--- config.mk ---
export PLATFORM = sky130hd
export DESIGN_NAME = grid_ray_dda_caster_core
export DESIGN_NICKNAME = d
export VERILOG_FILES = /design/src/rtl/core/gdc_pkg.sv /design/src/rtl/core/gdc_ram.sv /design/src/rtl/core/gdc_div.sv /design/src/rtl/core/gdc_dp.sv /design/src/rtl/core/gdc_ctrl.sv /design/src/rtl/core/grid_ray_dda_caster_core.sv
export VERILOG_INCLUDE_DIRS = /design/src /design/src/rtl/core
export SDC_FILE = /design/constraint.sdc
export NUM_CORES = 2
export LEC_CHECK = 0
export BUFFER_PORTS_ARGS = -buffer_cell sky130_fd_sc_hd__buf_2
export CAP_MARGIN = 20
export CORE_AREA = 2 2 436 438
export DETAILED_ROUTE_END_ITERATION = 12
export DIE_AREA = 0 0 438 440
export MAX_ROUTING_LAYER = met4
export PLACE_DENSITY = 0.69
export SLEW_MARGIN = 30
export SYNTH_ARGS = -nofsm -noshare
export SYNTH_HDL_FRONTEND = slang
export SYNTH_SLANG_ARGS = --single-unit
export TNS_END_PERCENT = 30
--- constraint.sdc ---
create_clock -name i_clk -period 48.7 [get_ports i_clk]
set_input_delay 2.435 -clock i_clk [delete_from_list [all_inputs] [get_ports i_clk]]
set_output_delay 2.435 -clock i_clk [all_outputs]
set_load 0.05 [all_outputs]
--- src/rtl/core/grid_ray_dda_caster_core_assert.svh ---
// Assertion macros used by the caster controller.
`ifndef GRID_RAY_DDA_CASTER_CORE_ASSERT_SVH
`define GRID_RAY_DDA_CASTER_CORE_ASSERT_SVH

// Same-cycle implication, disabled while in reset
`define GDC_ASSERT_IMP(lbl, clk, rst_n, ante, cons, msg) \
    lbl: assert property (@(posedge clk) disable iff (!rst_n) (ante) |-> (cons)) \
        else $error(msg);

// Next-cycle implication, disabled while in reset
`define GDC_ASSERT_NXT(lbl, clk, rst_n, ante, cons, msg) \
    lbl: assert property (@(posedge clk) disable iff (!rst_n) (ante) |=> (cons)) \
        else $error(msg);

`endif

--- src/rtl/core/gdc_pkg.sv ---
`default_nettype none

package gdc_pkg;

    // Fixed point format and field widths
    localparam int FRAC_BITS     = 16;
    localparam int MAP_SIDE_DEF  = 32;
    localparam int MAX_STEPS_DEF = 64;

    localparam int POS_W      = 21;
    localparam int VEC_W      = 19;
    localparam int COLS_W     = 13;
    localparam int COL_W      = 12;
    localparam int CELL_W     = 5;
    localparam int CFG_IDX_W  = 3;
    localparam int CFG_DATA_W = 21;
    localparam int CAM_W      = FRAC_BITS + 2;
    localparam int RAY_W      = FRAC_BITS + 4;
    localparam int MAG_W      = FRAC_BITS + 3;
    localparam int PART_W     = FRAC_BITS + 1;
    localparam int DIST_W     = 32;
    localparam int DIV_NUM_W  = 2 * FRAC_BITS + 1;
    localparam int DIV_DEN_W  = RAY_W;
    localparam int MUL_A_W    = VEC_W;
    localparam int MUL_B_W    = DIST_W + 2;
    localparam int PROD_W     = MUL_A_W + MUL_B_W;

    // Opcodes of an input word
    localparam logic OPC_WRITE = 1'b0;
    localparam logic OPC_CAST  = 1'b1;

    // Register indexes
    typedef enum logic [CFG_IDX_W-1:0] {
        REG_POS_X   = 3'd0,
        REG_POS_Y   = 3'd1,
        REG_DIR_X   = 3'd2,
        REG_DIR_Y   = 3'd3,
        REG_PLANE_X = 3'd4,
        REG_PLANE_Y = 3'd5,
        REG_COLS    = 3'd6
    } t_cfg_reg;

    typedef enum logic [1:0] {
        DIV_CAM,
        DIV_DX,
        DIV_DY
    } t_div_sel;

    typedef enum logic [1:0] {
        MUL_RX,
        MUL_RY,
        MUL_SX,
        MUL_SY
    } t_mul_sel;

    typedef enum logic [3:0] {
        S_CLEAR,
        S_IDLE,
        S_CAM_W,
        S_MRX,
        S_MRY,
        S_RY,
        S_DX_W,
        S_DY_W,
        S_MSX,
        S_MSY,
        S_SY,
        S_RD,
        S_CHK,
        S_DONE
    } t_state;

    // Controller to datapath
    typedef struct packed {
        logic     clr_we;
        logic     map_we;
        logic     cast_load;
        logic     div_start;
        t_div_sel div_sel;
        t_mul_sel mul_sel;
        logic     cam_take;
        logic     rx_take;
        logic     ry_take;
        logic     dx_take;
        logic     dy_take;
        logic     sx_take;
        logic     sy_take;
        logic     rd;
        logic     step;
        logic     set_ovf;
        logic     out_load;
    } t_cmd;

    // Datapath to controller
    typedef struct packed {
        logic clr_last;
        logic div_done;
        logic in_map;
        logic wall;
        logic steps_max;
        logic out_free;
    } t_status;

endpackage

`default_nettype wire

--- src/rtl/core/gdc_ram.sv ---
`default_nettype none

module gdc_ram #(
    parameter int WIDTH = 1,
    parameter int DEPTH = 1024
) (
    input  wire logic                     i_clk,
    input  wire logic                     i_we,
    input  wire logic [$clog2(DEPTH)-1:0] i_waddr,
    input  wire logic [WIDTH-1:0]         i_wdata,
    input  wire logic                     i_re,
    input  wire logic [$clog2(DEPTH)-1:0] i_raddr,
    output logic      [WIDTH-1:0]         o_rdata
);

    logic [WIDTH-1:0] r_mem [DEPTH];
    logic [WIDTH-1:0] r_rdata;

    // One write port, one registered read port
    always_ff @(posedge i_clk) begin
        if (i_we) begin
            r_mem[i_waddr] <= i_wdata;
        end
        if (i_re) begin
            r_rdata <= r_mem[i_raddr];
        end
    end

    assign o_rdata = r_rdata;

endmodule

`default_nettype wire

--- src/rtl/core/gdc_div.sv ---
`default_nettype none

module gdc_div (
    input  wire logic                           i_clk,
    input  wire logic                           i_rst_n,
    input  wire logic                           i_start,
    input  wire logic [gdc_pkg::DIV_NUM_W-1:0] i_num,
    input  wire logic [gdc_pkg::DIV_DEN_W-1:0] i_den,
    output logic                                o_done,
    output logic      [gdc_pkg::DIV_NUM_W-1:0] o_quot
);

    localparam int NW = gdc_pkg::DIV_NUM_W;
    localparam int DW = gdc_pkg::DIV_DEN_W;
    localparam int CNT_W = $clog2(NW + 1);

    logic             r_busy;
    logic             r_done;
    logic [CNT_W-1:0] r_cnt;
    logic [NW-1:0]    r_quo;
    logic [DW:0]      r_rem;
    logic [DW-1:0]    r_den;
    logic [DW:0]      rem_sh;
    logic [DW:0]      rem_nx;
    logic             ge;

    // Restoring division, one quotient bit per cycle; a zero divisor gives all ones
    always_comb begin
        rem_sh = {r_rem[DW-1:0], r_quo[NW-1]};
        ge     = rem_sh >= {1'b0, r_den};
        rem_nx = ge ? (rem_sh - {1'b0, r_den}) : rem_sh;
    end

    // Control
    always_ff @(posedge i_clk) begin
        if (!i_rst_n) begin
            r_busy <= 1'b0;
            r_done <= 1'b0;
            r_cnt  <= '0;
        end else begin
            r_done <= 1'b0;
            if (i_start) begin
                r_busy <= 1'b1;
                r_cnt  <= CNT_W'(NW);
            end else if (r_busy) begin
                r_cnt <= r_cnt - CNT_W'(1);
                if (r_cnt == CNT_W'(1)) begin
                    r_busy <= 1'b0;
                    r_done <= 1'b1;
                end
            end
        end
    end

    // Working registers
    always_ff @(posedge i_clk) begin
        if (i_start) begin
            r_quo <= i_num;
            r_rem <= '0;
            r_den <= i_den;
        end else if (r_busy) begin
            r_rem <= rem_nx;
            r_quo <= {r_quo[NW-2:0], ge};
        end
    end

    assign o_done = r_done;
    assign o_quot = r_quo;

endmodule

`default_nettype wire

--- src/rtl/core/gdc_dp.sv ---
`default_nettype none

module gdc_dp #(
    parameter int MAP_SIDE  = gdc_pkg::MAP_SIDE_DEF,
    parameter int MAX_STEPS = gdc_pkg::MAX_STEPS_DEF
) (
    input  wire logic                            i_clk,
    input  wire logic                            i_rst_n,
    input  wire logic                            i_cfg_we,
    input  wire logic [gdc_pkg::CFG_IDX_W-1:0]  i_cfg_idx,
    input  wire logic [gdc_pkg::CFG_DATA_W-1:0] i_cfg_data,
    input  wire logic [gdc_pkg::CELL_W-1:0]     i_cell_x,
    input  wire logic [gdc_pkg::CELL_W-1:0]     i_cell_y,
    input  wire logic                            i_cell_wall,
    input  wire logic [gdc_pkg::COL_W-1:0]      i_column,
    input  wire gdc_pkg::t_cmd                   i_cmd,
    output gdc_pkg::t_status                     o_status,
    input  wire logic                            i_out_stall,
    output logic                                 o_out_valid,
    output logic                                 o_wall_side,
    output logic      [gdc_pkg::CELL_W-1:0]     o_hit_cell_x,
    output logic      [gdc_pkg::CELL_W-1:0]     o_hit_cell_y,
    output logic      [gdc_pkg::DIST_W-1:0]     o_side_dist_x,
    output logic      [gdc_pkg::DIST_W-1:0]     o_side_dist_y,
    output logic                                 o_walk_overflow
);

    localparam int F      = gdc_pkg::FRAC_BITS;
    localparam int DEPTH  = MAP_SIDE * MAP_SIDE;
    localparam int AW     = $clog2(DEPTH);
    localparam int CW     = $clog2(MAP_SIDE);
    localparam int XW     = ((CW > gdc_pkg::CELL_W) ? CW : gdc_pkg::CELL_W) + 2;
    localparam int SW     = $clog2(MAX_STEPS + 1);
    localparam int POS_W  = gdc_pkg::POS_W;
    localparam int VEC_W  = gdc_pkg::VEC_W;
    localparam int COLS_W = gdc_pkg::COLS_W;
    localparam int CAM_W  = gdc_pkg::CAM_W;
    localparam int RAY_W  = gdc_pkg::RAY_W;
    localparam int MAG_W  = gdc_pkg::MAG_W;
    localparam int PART_W = gdc_pkg::PART_W;
    localparam int DIST_W = gdc_pkg::DIST_W;
    localparam int NW     = gdc_pkg::DIV_NUM_W;
    localparam int DW     = gdc_pkg::DIV_DEN_W;
    localparam int MA_W   = gdc_pkg::MUL_A_W;
    localparam int MB_W   = gdc_pkg::MUL_B_W;
    localparam int PR_W   = gdc_pkg::PROD_W;

    // Configuration registers
    logic        [POS_W-1:0]  r_pos_x, r_pos_y;
    logic signed [VEC_W-1:0]  r_dir_x, r_dir_y, r_plane_x, r_plane_y;
    logic        [COLS_W-1:0] r_cols;

    always_ff @(posedge i_clk) begin
        if (!i_rst_n) begin
            r_pos_x   <= POS_W'(1081344);
            r_pos_y   <= POS_W'(1081344);
            r_dir_x   <= -VEC_W'(65536);
            r_dir_y   <= '0;
            r_plane_x <= '0;
            r_plane_y <= VEC_W'(43254);
            r_cols    <= COLS_W'(640);
        end else if (i_cfg_we) begin
            case (gdc_pkg::t_cfg_reg'(i_cfg_idx))
                gdc_pkg::REG_POS_X:   r_pos_x   <= i_cfg_data[POS_W-1:0];
                gdc_pkg::REG_POS_Y:   r_pos_y   <= i_cfg_data[POS_W-1:0];
                gdc_pkg::REG_DIR_X:   r_dir_x   <= i_cfg_data[VEC_W-1:0];
                gdc_pkg::REG_DIR_Y:   r_dir_y   <= i_cfg_data[VEC_W-1:0];
                gdc_pkg::REG_PLANE_X: r_plane_x <= i_cfg_data[VEC_W-1:0];
                gdc_pkg::REG_PLANE_Y: r_plane_y <= i_cfg_data[VEC_W-1:0];
                gdc_pkg::REG_COLS:    r_cols    <= i_cfg_data[COLS_W-1:0];
                default: ;
            endcase
        end
    end

    // Working registers
    logic signed [CAM_W-1:0] r_cam;
    logic signed [RAY_W-1:0] r_ray_x, r_ray_y;
    logic [DIST_W-1:0]       r_dx, r_dy, r_sx, r_sy;
    logic signed [PR_W-1:0]  r_prod;
    logic signed [XW-1:0]    r_mx, r_my;
    logic [SW-1:0]           r_n;
    logic                    r_side;
    logic                    r_ovf;
    logic [AW-1:0]           r_clr_cnt;

    // Camera offset operands: clamp column, zero width acts as one
    logic [COLS_W-1:0] width;
    logic [COLS_W-1:0] col_c;
    always_comb begin
        width = (r_cols == '0) ? COLS_W'(1) : r_cols;
        col_c = (COLS_W'(i_column) >= width) ? (width - COLS_W'(1)) : COLS_W'(i_column);
    end

    // Ray magnitudes and direction signs
    logic neg_x, neg_y;
    logic [MAG_W-1:0] mag_x, mag_y;
    always_comb begin
        neg_x = r_ray_x[RAY_W-1];
        neg_y = r_ray_y[RAY_W-1];
        mag_x = neg_x ? MAG_W'(-r_ray_x) : MAG_W'(r_ray_x);
        mag_y = neg_y ? MAG_W'(-r_ray_y) : MAG_W'(r_ray_y);
    end

    // Shared divider
    logic [NW-1:0] div_num;
    logic [DW-1:0] div_den;
    logic [NW-1:0] div_quot;
    logic          div_done;
    always_comb begin
        case (i_cmd.div_sel)
            gdc_pkg::DIV_DX: begin
                div_num = NW'(1) << (2 * F);
                div_den = DW'(mag_x);
            end
            gdc_pkg::DIV_DY: begin
                div_num = NW'(1) << (2 * F);
                div_den = DW'(mag_y);
            end
            default: begin
                div_num = NW'(col_c) << (F + 1);
                div_den = DW'(width);
            end
        endcase
    end

    gdc_div u_div (
        .i_clk   (i_clk),
        .i_rst_n (i_rst_n),
        .i_start (i_cmd.div_start),
        .i_num   (div_num),
        .i_den   (div_den),
        .o_done  (div_done),
        .o_quot  (div_quot)
    );

    // Shared multiplier, product registered every cycle
    logic [PART_W-1:0] part_x, part_y;
    logic signed [MA_W-1:0] mul_a;
    logic signed [MB_W-1:0] mul_b;
    always_comb begin
        part_x = neg_x ? {1'b0, r_pos_x[F-1:0]}
                       : (PART_W'(1) << F) - {1'b0, r_pos_x[F-1:0]};
        part_y = neg_y ? {1'b0, r_pos_y[F-1:0]}
                       : (PART_W'(1) << F) - {1'b0, r_pos_y[F-1:0]};
        case (i_cmd.mul_sel)
            gdc_pkg::MUL_RY: begin
                mul_a = r_plane_y;
                mul_b = MB_W'(r_cam);
            end
            gdc_pkg::MUL_SX: begin
                mul_a = signed'(MA_W'(part_x));
                mul_b = signed'(MB_W'(r_dx));
            end
            gdc_pkg::MUL_SY: begin
                mul_a = signed'(MA_W'(part_y));
                mul_b = signed'(MB_W'(r_dy));
            end
            default: begin
                mul_a = r_plane_x;
                mul_b = MB_W'(r_cam);
            end
        endcase
    end

    always_ff @(posedge i_clk) begin
        r_prod <= mul_a * mul_b;
    end

    // Scaled product and its saturated distance form
    logic signed [PR_W-1:0] prod_sh;
    logic [DIST_W-1:0]      prod_sat;
    always_comb begin
        prod_sh  = r_prod >>> F;
        prod_sat = (|prod_sh[PR_W-1:DIST_W]) ? '1 : prod_sh[DIST_W-1:0];
    end

    // Walk step arithmetic
    logic [DIST_W:0] sum_x, sum_y;
    logic            go_x;
    always_comb begin
        sum_x = {1'b0, r_sx} + {1'b0, r_dx};
        sum_y = {1'b0, r_sy} + {1'b0, r_dy};
        go_x  = r_sx < r_sy;
    end

    // Setup and walk registers
    always_ff @(posedge i_clk) begin
        if (i_cmd.cast_load) begin
            r_mx   <= XW'(r_pos_x[POS_W-1:F]);
            r_my   <= XW'(r_pos_y[POS_W-1:F]);
            r_n    <= '0;
            r_side <= 1'b0;
            r_ovf  <= 1'b0;
        end
        if (i_cmd.cam_take) begin
            r_cam <= CAM_W'(div_quot) - CAM_W'(1 << F);
        end
        if (i_cmd.rx_take) begin
            r_ray_x <= RAY_W'(prod_sh) + RAY_W'(r_dir_x);
        end
        if (i_cmd.ry_take) begin
            r_ray_y <= RAY_W'(prod_sh) + RAY_W'(r_dir_y);
        end
        if (i_cmd.dx_take) begin
            r_dx <= div_quot[NW-1] ? '1 : div_quot[DIST_W-1:0];
        end
        if (i_cmd.dy_take) begin
            r_dy <= div_quot[NW-1] ? '1 : div_quot[DIST_W-1:0];
        end
        if (i_cmd.sx_take) begin
            r_sx <= prod_sat;
        end
        if (i_cmd.sy_take) begin
            r_sy <= prod_sat;
        end
        if (i_cmd.set_ovf) begin
            r_ovf <= 1'b1;
        end
        if (i_cmd.step) begin
            r_n <= r_n + SW'(1);
            if (go_x) begin
                r_sx   <= sum_x[DIST_W] ? '1 : sum_x[DIST_W-1:0];
                r_mx   <= neg_x ? (r_mx - XW'(1)) : (r_mx + XW'(1));
                r_side <= 1'b0;
            end else begin
                r_sy   <= sum_y[DIST_W] ? '1 : sum_y[DIST_W-1:0];
                r_my   <= neg_y ? (r_my - XW'(1)) : (r_my + XW'(1));
                r_side <= 1'b1;
            end
        end
    end

    // Clearing sweep counter
    always_ff @(posedge i_clk) begin
        if (!i_rst_n) begin
            r_clr_cnt <= '0;
        end else if (i_cmd.clr_we) begin
            r_clr_cnt <= r_clr_cnt + AW'(1);
        end
    end

    // Wall map
    logic          wr_ok;
    logic          ram_we;
    logic [AW-1:0] ram_waddr;
    logic          ram_wdata;
    logic [AW-1:0] ram_raddr;
    logic          ram_rdata;
    always_comb begin
        wr_ok     = (32'(i_cell_x) < MAP_SIDE) && (32'(i_cell_y) < MAP_SIDE);
        ram_we    = i_cmd.clr_we || (i_cmd.map_we && wr_ok);
        ram_waddr = i_cmd.clr_we ? r_clr_cnt
                  : (AW'(i_cell_y) * AW'(MAP_SIDE) + AW'(i_cell_x));
        ram_wdata = i_cmd.clr_we ? 1'b0 : i_cell_wall;
        ram_raddr = AW'($unsigned(r_my)) * AW'(MAP_SIDE) + AW'($unsigned(r_mx));
    end

    gdc_ram #(
        .WIDTH (1),
        .DEPTH (DEPTH)
    ) u_map (
        .i_clk   (i_clk),
        .i_we    (ram_we),
        .i_waddr (ram_waddr),
        .i_wdata (ram_wdata),
        .i_re    (i_cmd.rd),
        .i_raddr (ram_raddr),
        .o_rdata (ram_rdata)
    );

    // Output register
    logic r_out_valid;
    logic r_o_side, r_o_ovf;
    logic [gdc_pkg::CELL_W-1:0] r_o_cx, r_o_cy;
    logic [DIST_W-1:0] r_o_sx, r_o_sy;

    always_ff @(posedge i_clk) begin
        if (!i_rst_n) begin
            r_out_valid <= 1'b0;
        end else if (i_cmd.out_load) begin
            r_out_valid <= 1'b1;
        end else if (!i_out_stall) begin
            r_out_valid <= 1'b0;
        end
    end

    always_ff @(posedge i_clk) begin
        if (i_cmd.out_load) begin
            r_o_side <= r_side;
            r_o_ovf  <= r_ovf;
            r_o_cx   <= r_mx[gdc_pkg::CELL_W-1:0];
            r_o_cy   <= r_my[gdc_pkg::CELL_W-1:0];
            r_o_sx   <= r_sx;
            r_o_sy   <= r_sy;
        end
    end

    // Status to the controller
    always_comb begin
        o_status.clr_last  = r_clr_cnt == AW'(DEPTH - 1);
        o_status.div_done  = div_done;
        o_status.in_map    = !r_mx[XW-1] && !r_my[XW-1]
                          && (r_mx < XW'(MAP_SIDE)) && (r_my < XW'(MAP_SIDE));
        o_status.wall      = ram_rdata;
        o_status.steps_max = r_n == SW'(MAX_STEPS);
        o_status.out_free  = !r_out_valid || !i_out_stall;
    end

    assign o_out_valid     = r_out_valid;
    assign o_wall_side     = r_o_side;
    assign o_hit_cell_x    = r_o_cx;
    assign o_hit_cell_y    = r_o_cy;
    assign o_side_dist_x   = r_o_sx;
    assign o_side_dist_y   = r_o_sy;
    assign o_walk_overflow = r_o_ovf;

endmodule

`default_nettype wire

--- src/rtl/core/gdc_ctrl.sv ---
`default_nettype none

`include "grid_ray_dda_caster_core_assert.svh"

module gdc_ctrl (
    input  wire logic             i_clk,
    input  wire logic             i_rst_n,
    input  wire logic             i_in_valid,
    input  wire logic             i_opcode,
    output logic                  o_in_stall,
    input  wire gdc_pkg::t_status i_status,
    output gdc_pkg::t_cmd         o_cmd
);

    gdc_pkg::t_state r_state, n_state;
    logic accept;

    assign accept = i_in_valid && (r_state == gdc_pkg::S_IDLE);

    always_ff @(posedge i_clk) begin
        if (!i_rst_n) begin
            r_state <= gdc_pkg::S_CLEAR;
        end else begin
            r_state <= n_state;
        end
    end

    // Next state
    always_comb begin
        n_state = r_state;
        case (r_state)
            gdc_pkg::S_CLEAR: if (i_status.clr_last) n_state = gdc_pkg::S_IDLE;
            gdc_pkg::S_IDLE: begin
                if (accept && (i_opcode == gdc_pkg::OPC_CAST)) begin
                    n_state = gdc_pkg::S_CAM_W;
                end
            end
            gdc_pkg::S_CAM_W: if (i_status.div_done) n_state = gdc_pkg::S_MRX;
            gdc_pkg::S_MRX:   n_state = gdc_pkg::S_MRY;
            gdc_pkg::S_MRY:   n_state = gdc_pkg::S_RY;
            gdc_pkg::S_RY:    n_state = gdc_pkg::S_DX_W;
            gdc_pkg::S_DX_W:  if (i_status.div_done) n_state = gdc_pkg::S_DY_W;
            gdc_pkg::S_DY_W:  if (i_status.div_done) n_state = gdc_pkg::S_MSX;
            gdc_pkg::S_MSX:   n_state = gdc_pkg::S_MSY;
            gdc_pkg::S_MSY:   n_state = gdc_pkg::S_SY;
            gdc_pkg::S_SY:    n_state = gdc_pkg::S_RD;
            gdc_pkg::S_RD:    n_state = i_status.in_map ? gdc_pkg::S_CHK : gdc_pkg::S_DONE;
            gdc_pkg::S_CHK: begin
                if (i_status.wall || i_status.steps_max) begin
                    n_state = gdc_pkg::S_DONE;
                end else begin
                    n_state = gdc_pkg::S_RD;
                end
            end
            gdc_pkg::S_DONE:  if (i_status.out_free) n_state = gdc_pkg::S_IDLE;
            default:          n_state = gdc_pkg::S_CLEAR;
        endcase
    end

    // Commands
    always_comb begin
        o_cmd         = '0;
        o_cmd.div_sel = gdc_pkg::DIV_CAM;
        o_cmd.mul_sel = gdc_pkg::MUL_RX;
        o_in_stall    = r_state != gdc_pkg::S_IDLE;
        case (r_state)
            gdc_pkg::S_CLEAR: o_cmd.clr_we = 1'b1;
            gdc_pkg::S_IDLE: begin
                if (accept) begin
                    if (i_opcode == gdc_pkg::OPC_CAST) begin
                        o_cmd.cast_load = 1'b1;
                        o_cmd.div_start = 1'b1;
                    end else begin
                        o_cmd.map_we = 1'b1;
                    end
                end
            end
            gdc_pkg::S_CAM_W: o_cmd.cam_take = i_status.div_done;
            gdc_pkg::S_MRX:   o_cmd.mul_sel = gdc_pkg::MUL_RX;
            gdc_pkg::S_MRY: begin
                o_cmd.rx_take = 1'b1;
                o_cmd.mul_sel = gdc_pkg::MUL_RY;
            end
            gdc_pkg::S_RY: begin
                o_cmd.ry_take   = 1'b1;
                o_cmd.div_start = 1'b1;
                o_cmd.div_sel   = gdc_pkg::DIV_DX;
            end
            gdc_pkg::S_DX_W: begin
                o_cmd.dx_take   = i_status.div_done;
                o_cmd.div_start = i_status.div_done;
                o_cmd.div_sel   = gdc_pkg::DIV_DY;
            end
            gdc_pkg::S_DY_W:  o_cmd.dy_take = i_status.div_done;
            gdc_pkg::S_MSX:   o_cmd.mul_sel = gdc_pkg::MUL_SX;
            gdc_pkg::S_MSY: begin
                o_cmd.sx_take = 1'b1;
                o_cmd.mul_sel = gdc_pkg::MUL_SY;
            end
            gdc_pkg::S_SY:    o_cmd.sy_take = 1'b1;
            gdc_pkg::S_RD: begin
                o_cmd.rd      = i_status.in_map;
                o_cmd.set_ovf = !i_status.in_map;
            end
            gdc_pkg::S_CHK: begin
                if (!i_status.wall) begin
                    o_cmd.set_ovf = i_status.steps_max;
                    o_cmd.step    = !i_status.steps_max;
                end
            end
            gdc_pkg::S_DONE:  o_cmd.out_load = i_status.out_free;
            default: ;
        endcase
    end

    // Checks
    `GDC_ASSERT_IMP(a_div_done_waiting, i_clk, i_rst_n, i_status.div_done,
        (r_state == gdc_pkg::S_CAM_W) || (r_state == gdc_pkg::S_DX_W) || (r_state == gdc_pkg::S_DY_W),
        "divider finished outside a wait state")
    `GDC_ASSERT_IMP(a_out_no_overwrite, i_clk, i_rst_n, o_cmd.out_load, i_status.out_free,
        "result register overwritten while held")
    `GDC_ASSERT_NXT(a_clear_complete, i_clk, i_rst_n,
        (r_state == gdc_pkg::S_CLEAR) && !i_status.clr_last, r_state == gdc_pkg::S_CLEAR,
        "map clearing left early")
    `GDC_ASSERT_IMP(a_step_legal, i_clk, i_rst_n, o_cmd.step,
        i_status.in_map && !i_status.wall && !i_status.steps_max,
        "walk stepped past a stop condition")

endmodule

`default_nettype wire

--- src/rtl/core/grid_ray_dda_caster_core.sv ---
// DDA grid ray caster.
// Input channel (i_in_valid / o_in_stall): a word is either a map write
// (opcode 0: cell_x, cell_y, cell_wall) or a cast (opcode 1: column).
// Writes produce no result; each cast produces one result word on the output
// channel (o_out_valid / i_out_stall): wall side, hit cell, final side
// distances and an overflow flag.
// Configuration registers are written through i_cfg_we/i_cfg_idx/i_cfg_data;
// the user must do so only while the block is idle; it does not enforce this.
// A cast runs the shared bit-serial divider for the camera offset, shared
// multiplier steps for the ray, two more divider passes for the delta
// distances, multiplier steps for the side distances, then a registered
// map read and check for each walked cell.
// One cast is in flight at a time; the next word is taken while a finished
// result still waits in the output register.
// After reset all MAP_SIDE * MAP_SIDE map cells (1024 by default) are cleared
// while o_in_stall is high; registers take their reset values.
// If the receiver stalls, the result is held and a finished cast waits for
// the output register to free up before the block goes idle.
`default_nettype none

module grid_ray_dda_caster_core #(
    parameter int MAP_SIDE  = gdc_pkg::MAP_SIDE_DEF,
    parameter int MAX_STEPS = gdc_pkg::MAX_STEPS_DEF
) (
    input  wire logic                            i_clk,
    input  wire logic                            i_rst_n,
    input  wire logic                            i_cfg_we,
    input  wire logic [gdc_pkg::CFG_IDX_W-1:0]  i_cfg_idx,
    input  wire logic [gdc_pkg::CFG_DATA_W-1:0] i_cfg_data,
    input  wire logic                            i_in_valid,
    output logic                                 o_in_stall,
    input  wire logic                            i_opcode,
    input  wire logic [gdc_pkg::CELL_W-1:0]     i_cell_x,
    input  wire logic [gdc_pkg::CELL_W-1:0]     i_cell_y,
    input  wire logic                            i_cell_wall,
    input  wire logic [gdc_pkg::COL_W-1:0]      i_column,
    output logic                                 o_out_valid,
    input  wire logic                            i_out_stall,
    output logic                                 o_wall_side,
    output logic      [gdc_pkg::CELL_W-1:0]     o_hit_cell_x,
    output logic      [gdc_pkg::CELL_W-1:0]     o_hit_cell_y,
    output logic      [gdc_pkg::DIST_W-1:0]     o_side_dist_x,
    output logic      [gdc_pkg::DIST_W-1:0]     o_side_dist_y,
    output logic                                 o_walk_overflow
);

    gdc_pkg::t_cmd    cmd;
    gdc_pkg::t_status status;

    gdc_ctrl u_ctrl (
        .i_clk      (i_clk),
        .i_rst_n    (i_rst_n),
        .i_in_valid (i_in_valid),
        .i_opcode   (i_opcode),
        .o_in_stall (o_in_stall),
        .i_status   (status),
        .o_cmd      (cmd)
    );

    gdc_dp #(
        .MAP_SIDE  (MAP_SIDE),
        .MAX_STEPS (MAX_STEPS)
    ) u_dp (
        .i_clk           (i_clk),
        .i_rst_n         (i_rst_n),
        .i_cfg_we        (i_cfg_we),
        .i_cfg_idx       (i_cfg_idx),
        .i_cfg_data      (i_cfg_data),
        .i_cell_x        (i_cell_x),
        .i_cell_y        (i_cell_y),
        .i_cell_wall     (i_cell_wall),
        .i_column        (i_column),
        .i_cmd           (cmd),
        .o_status        (status),
        .i_out_stall     (i_out_stall),
        .o_out_valid     (o_out_valid),
        .o_wall_side     (o_wall_side),
        .o_hit_cell_x    (o_hit_cell_x),
        .o_hit_cell_y    (o_hit_cell_y),
        .o_side_dist_x   (o_side_dist_x),
        .o_side_dist_y   (o_side_dist_y),
        .o_walk_overflow (o_walk_overflow)
    );

endmodule

`default_nettype wire
# == After elaboration in Yosys (flattened, before gate mapping) ==
# Memory sizes are Yosys's and may differ from the RTL's. A register that Yosys moved wholly into a read port is not among the register bits.
# Index checks and enable logic that the tools add are counted.
# word_totals
regBits,565
ram_bits,1024
inputBits,53
out_inout_bits,78
word_cells,208
mem_count,1
# op_classes
n_addsub,20
mul,1
order_cmp,5
n_eq_ne,35
n_mux,77
bitwise_logic,2
n_reduce_logical,31
# mem_list
name,words,width,rd,rd_ports_with_merged_regs,wr,line,rtl
u_dp.u_map.r_mem,1024,1,1,1,1,gdc_ram.sv:16,logic [WIDTH-1:0] r_mem [DEPTH];
# op_table
operator,n
32-bit 2-to-1 mux,10
33-bit 2-to-1 mux,3
7-bit 2-to-1 mux,10
34-bit case mux with 2 select lines,1
32-bit by 32-bit adder with 33-bit output,2
19-bit case mux with 3 select lines,1
4-bit case mux with 14 select lines,1
19-bit by 34-bit multiplier with 53-bit output,1
20-bit by 19-bit adder with 20-bit output,2
19-bit 2-to-1 mux,2
19-bit negation,2
19-bit case mux with 2 select lines,1
17-bit 2-to-1 mux,2
17-bit by 16-bit subtractor with 17-bit output (first input constant),2
32-bit < comparator,1
13-bit 2-to-1 mux,2
1-bit 2-to-1 mux,25
4-bit equality test (second input constant),6
4-bit 2-to-1 mux,6
21-bit by 20-bit greater-or-equal comparator with 1-bit output,1
20-bit 2-to-1 mux,1
20-bit subtractor,1
18-bit by 17-bit subtractor with 18-bit output (second input constant),1
4-bit by 3-bit equality test with 1-bit output (second input constant),4
44 further kinds,83

# == Depth between registers and ports, before layout ==
# depth
ltp_word,7
mapped_depth,35

# == Modules after synthesis ==
# From an unflattened synthesis, not the netlist that was laid out.
# unflattened
hier_cells,8548
hier_area_um2,95556.6
# by_module_without_submodules
mod,n_inst,cells_per_inst,area_each_um2
gdc_dp,1,4937,45934.1
gdc_ram,1,3112,44666.6
gdc_div,1,420,4433.0
gdc_ctrl,1,79,523.0

# == Least setup slack after synthesis ==
# Ideal clock, no wire load.
# synth_timing
path_kind,input to register
from,input i_cell_wall
to,"memory u_dp.u_map.r_mem[0], data pin"
setup_ns,5.174
t_arrival_ns,26.772
slack_ns,16.753
path_stages,1
path_cell_list,nor2b_1
# synth_between
elab_chain_cells,1
# synth_rtl
element,line,rtl
from (decl),grid_ray_dda_caster_core.sv:35,"input wire logic i_cell_wall,"
1-bit 2-to-1 mux,gdc_dp.sv:255,ram_wdata = i_cmd.clr_we ? 1'b0 : i_cell_wall;
to (decl),gdc_ram.sv:16,
# Every way passes these cells.

# == Worst setup path in the final report ==
# layout_timing
from,register u_ctrl.r_state[3]
to,register u_dp.r_prod[52]
# layout_between
elab_chain_cells,5
word_cells_on_any_way,10
cone_classes,mul: 1; eq/ne: 6; mux: 3
# layout_rtl
element,line,rtl
from (decl),gdc_ctrl.sv:15,"gdc_pkg::t_state r_state, n_state;"
from (signal assigned),gdc_ctrl.sv:22,r_state <= gdc_pkg::S_CLEAR;
from (signal assigned),gdc_ctrl.sv:24,r_state <= n_state;
4-bit equality test / 4-bit by 3-bit equality test with 1-bit output (equally long branches),gdc_ctrl.sv:66,case (r_state)
2-bit case mux with 3 select lines *,gdc_ctrl.sv:66,
2-bit equality test / 2-bit by 1-bit equality test with 1-bit output (equally long branches),gdc_dp.sv:146,case (i_cmd.mul_sel)
19-bit case mux with 3 select lines / 34-bit case mux with 2 select lines (equally long branches),gdc_dp.sv:146,
19-bit by 34-bit multiplier with 53-bit output *,gdc_dp.sv:167,r_prod <= mul_a * mul_b;
to (signal assigned),gdc_dp.sv:167,
to (decl),gdc_dp.sv:80,logic signed [PR_W-1:0] r_prod;
# Every way passes the cells marked *; elsewhere a longest branch is shown, timed or not.
# A chain may end at the register's enable or synchronous reset.

==> results.py <==
metrics = {
    "outcome": {
        "outcome": "finished, final reports clean",
    },
    "logic_synthesis": {
        "synthTopCellsByArea": "edfxtp_1, fa_1, mux4_2",
        "synth_ff_type": "edfxtp_1",
        "yosysTopAreaCell": "edfxtp_1",
        "synth_area_per_cell_um2": 11.4,
        "async_flop_share_pct": 0,
        "yosys_warnings": 0,
        "synth-seq-area-share_pct": 47.3,
        "synth_edf_count": 1283,
        "synth_cells": 8185,
        "yosys_register_bits": 1573,
        "synth_top_area_share_pct": 41.1,
        "yosysUniqueCellTypes": 79,
        "syn_area_um2": 93700,
        "syn_nets": 9184,
    },
    "cts": {
        "clkTransAtPathRegs_ns": 0.06,
        "clk_latency_ns": 0.82,
        "cts-buffers-inserted": 162,
        "cts_root_buf": "clkbuf_16",
        "post-cts-setup-buffers": 0,
        "clock-sinks": 1573,
        "cts_buffer_depth": 3,
        "cts_tree": "yes",
        "hold_buffers": 0,
        "ctsResizeCount": 0,
        "htreeDepth": 4,
    },
    "routing": {
        "dr_total_vias": 63567,
        "drt-total-wl_um": 264000,
        "wl_met1_um": 97300,
        "wl_met3_um": 19700,
        "wl_met2_um": 131000,
        "ant_nets": 0,
        "top_layer_used": "met4",
        "drc": 0,
        "wl_per_cell_um": 24.5,
        "drtIter0Drc": 6382,
        "dr.pass1.iters": 6,
        "via_per_inst": 5.90,
    },
    "worst_setup_path": {
        "rrSetupSlack_ns": 38.07,
        "path_max_fanout": 70,
        "critPathLaunchType": "register",
        "end_kind": "register",
        "r2r-start": "u_ctrl.r_state[3]",
        "path_class": "register to register",
        "crit_top_cell": "fa_1",
        "reg2reg_depth": 32,
        "startpoint": "u_ctrl.r_state[3]",
        "endpoint": "u_dp.r_prod[52]",
        "worstPathRequired_ns": 49.44,
        "critPathSlowestCell": "o21ai_0",
        "slowest_delay_ns": 0.76,
        "reg2reg_to": "u_dp.r_prod[52]",
        "worst-endpoint-arrival_ns": 11.37,
    },
    "global_routing": {
        "overflow": 0,
        "grt.total_usage_pct": 28.4,
        "grt_pass1_wl_um": 398000,
        "grt_pass1_vias": 64008,
        "antenna_found_initial": 4,
        "grt_max_degree": 304,
    },
    "job": {
        "drv_cap": 0,
    },
    "power": {
        "p_int_uw": 2680,
        "powerDensity_nw_per_um2": 37.9,
        "p_seq_share_pct": 40.9,
        "p_leak_uw": 0.0391,
        "pwr-share-comb_pct": 27.2,
        "vdd_drop_max_uv": 49.8,
        "power.switching_uw": 1210,
        "netSwitchingFraction_pct": 31.2,
        "clkPwrFrac_pct": 31.9,
    },
    "die": {
        "fp.dieW_um": 438,
        "placementRows": 160,
        "io_pins": 131,
        "die_y_um": 440,
        "coreArea_um2": 189000,
        "initial_core_util_pct": 49.7,
        "die_area_um2": 193000,
    },
    "timing": {
        "setup_viol_count_final": 0,
        "fmax_ghz": 0.0941,
        "fin_crit_sh_pct": 21.8,
        "skew_ns": 0.0379,
        "rsz0062_at_grt": "false",
        "fin_hold_ws_ns": 0.433,
        "tns_ns": 0,
        "worst_slew_pin_slew_ns": 1.04,
        "drv_slew": 0,
        "max-slew-margin-rel_pct": 30.7,
        "layout_min_cycle_time_ns": 10.63,
        "hold_violations": 0,
    },
    "cells_and_area": {
        "n_fill_cell": 15846,
        "final_cell_area_um2": 103000,
        "fin_cells": 10773,
        "final_common_cell": "nor2_1",
        "drive_gt1_share_pct": 12.5,
        "syn_to_final_growth_pct": 9.48,
        "nets": 9122,
        "post-route-util_pct": 54.4,
        "final_cell_mix": "nor2_1, edfxtp_1, nand2_1",
    },
    "placement": {
        "port-buffer-count": 130,
        "dp_cells": 10469,
        "postPlaceCellArea_um2": 97100,
        "place.gp.congestion": 0.971,
        "dp_hpwl_um": 175000,
    },
    "worst_hold_path": {
        "hp-class": "register to register",
    },
}
==> routing by layer <==
| layer | GRT usage, % | up-vias |
|---|---|---|
| met2 | 47.0 | 2779 |
| li1 | - | 27786 |
| met1 | 34.2 | 32313 |
| met5 | - | - |
| met4 | 14.1 | 0 |
| met3 | 4.18 | 689 |
==> power groups by stage <==
stage / clock (µW) / combinational [µW] / sequential (µW)
6_report: 1240 / 1060 / 1590
3_5_place_dp: 0 / 1050 / 1620
4_1_cts: 1260 / 1050 / 1590
3_3_place_gp: 0 / 1030 / 1620
5_1_grt: 1310 / 1130 / 1590
2_1_floorplan: 0 / 752 / 1630
==> stage by stage <==
stage / total power, µW / worst slack (ns)
after floorplan: 2380 / 16.75
after global placement: 2650 / 38.22
after detailed placement: 2670 / 38.10
after CTS: 3900 / 38.05
after global routing: 4030 / 37.56
final: 3890 / 38.07
==> worst min-delay path by stage <==
| stage | from | end | slack (ns) | depth (start not counted) |
|---|---|---|---|---|
| 6_report | u_dp.r_side | u_dp.o_wall_side | 0.43 | 0 |
| 5_1_grt | u_dp.r_side | u_dp.o_wall_side | 0.43 | 0 |
| 4_1_cts | u_dp.r_side | u_dp.o_wall_side | 0.43 | 0 |
| 3_5_place_dp | u_dp.r_side | u_dp.o_wall_side | 0.41 | 0 |
| 3_3_place_gp | u_dp.r_side | u_dp.o_wall_side | 0.41 | 0 |
| 2_1_floorplan | u_dp.r_side | u_dp.o_wall_side | 0.40 | 0 |
==> flip-flops by register name, summed over array words and instances, names as in the netlist, 10 cells and up <==
name / count
u_dp.o_side_dist_x: 32
u_dp.o_side_dist_y: 32
u_dp.r_cam: 18
u_dp.r_clr_cnt: 10
u_dp.r_cols: 13
u_dp.r_dir_x: 19
u_dp.r_dir_y: 19
u_dp.r_dx: 32
u_dp.r_dy: 32
u_dp.r_plane_x: 19
u_dp.r_plane_y: 19
u_dp.r_pos_x: 21
u_dp.r_pos_y: 21
u_dp.r_prod: 37
u_dp.r_ray_x: 20
u_dp.r_ray_y: 20
u_dp.r_sx: 32
u_dp.r_sy: 32
u_dp.u_div.o_quot: 33
u_dp.u_div.r_den: 19
u_dp.u_div.r_rem: 20
u_dp.u_map.r_mem: 1024
==> layout make-up <==
| cell class | instances | area, µm² | share of cell area (%) |
|---|---|---|---|
| Inverter | 729 | 2740 | 2.67 |
| Timing Repair Buffer | 265 | 1760 | 1.71 |
| Multi-Input combinational cell | 5392 | 45300 | 44.1 |
| Clock buffer | 218 | 4440 | 4.33 |
| Clock inverter | 81 | 857 | 0.836 |
| Antenna cell | 4 | 10.0 | 0.00976 |
| Sequential cell | 1573 | 44400 | 43.2 |
| Tap cell | 2511 | 3140 | 3.06 |
==> synthesized netlist by cell type (67+ instances only) <==
cell,number
nor2_1,1578
edfxtp_1,1283
nand2_1,849
inv_1,727
fa_1,619
clkbuf_1,407
mux4_2,340
ha_1,327
dfxtp_1,290
a21oi_1,217
o21ai_0,172
xnor2_1,155
a21boi_0,135
a21o_1,92
nand2b_1,84
xor2_1,82
a22oi_1,77
nand3_1,67
==> critical path, delay by kind of cell (launching register included) <==
kind,cells,cell delay [ns]
adders and majority gates,8,3.76
and+or+nand+nor,4,1.18
AOI/OAI and AO/OA,11,3.01
DFF,1,0.68
buffers and inverters,8,1.69
xor gates and xnor gates,1,0.12
==> cells by family (layout without fill, tap and decap cells) <==
kind of cell,after synthesis,after routing,share of synthesized area [%]
and+or+nand+nor,2880,2880,12.7
DFF,1573,1573,47.3
buffers and inverters,1220,1293,4.93
AOI/OAI and AO/OA,948,948,6.68
adders and majority gates,946,946,17.6
muxes,381,381,8.62
xor gates and xnor gates,237,237,2.22
other,0,4,0
No activity file was read; power rests on OpenSTA's default activity.
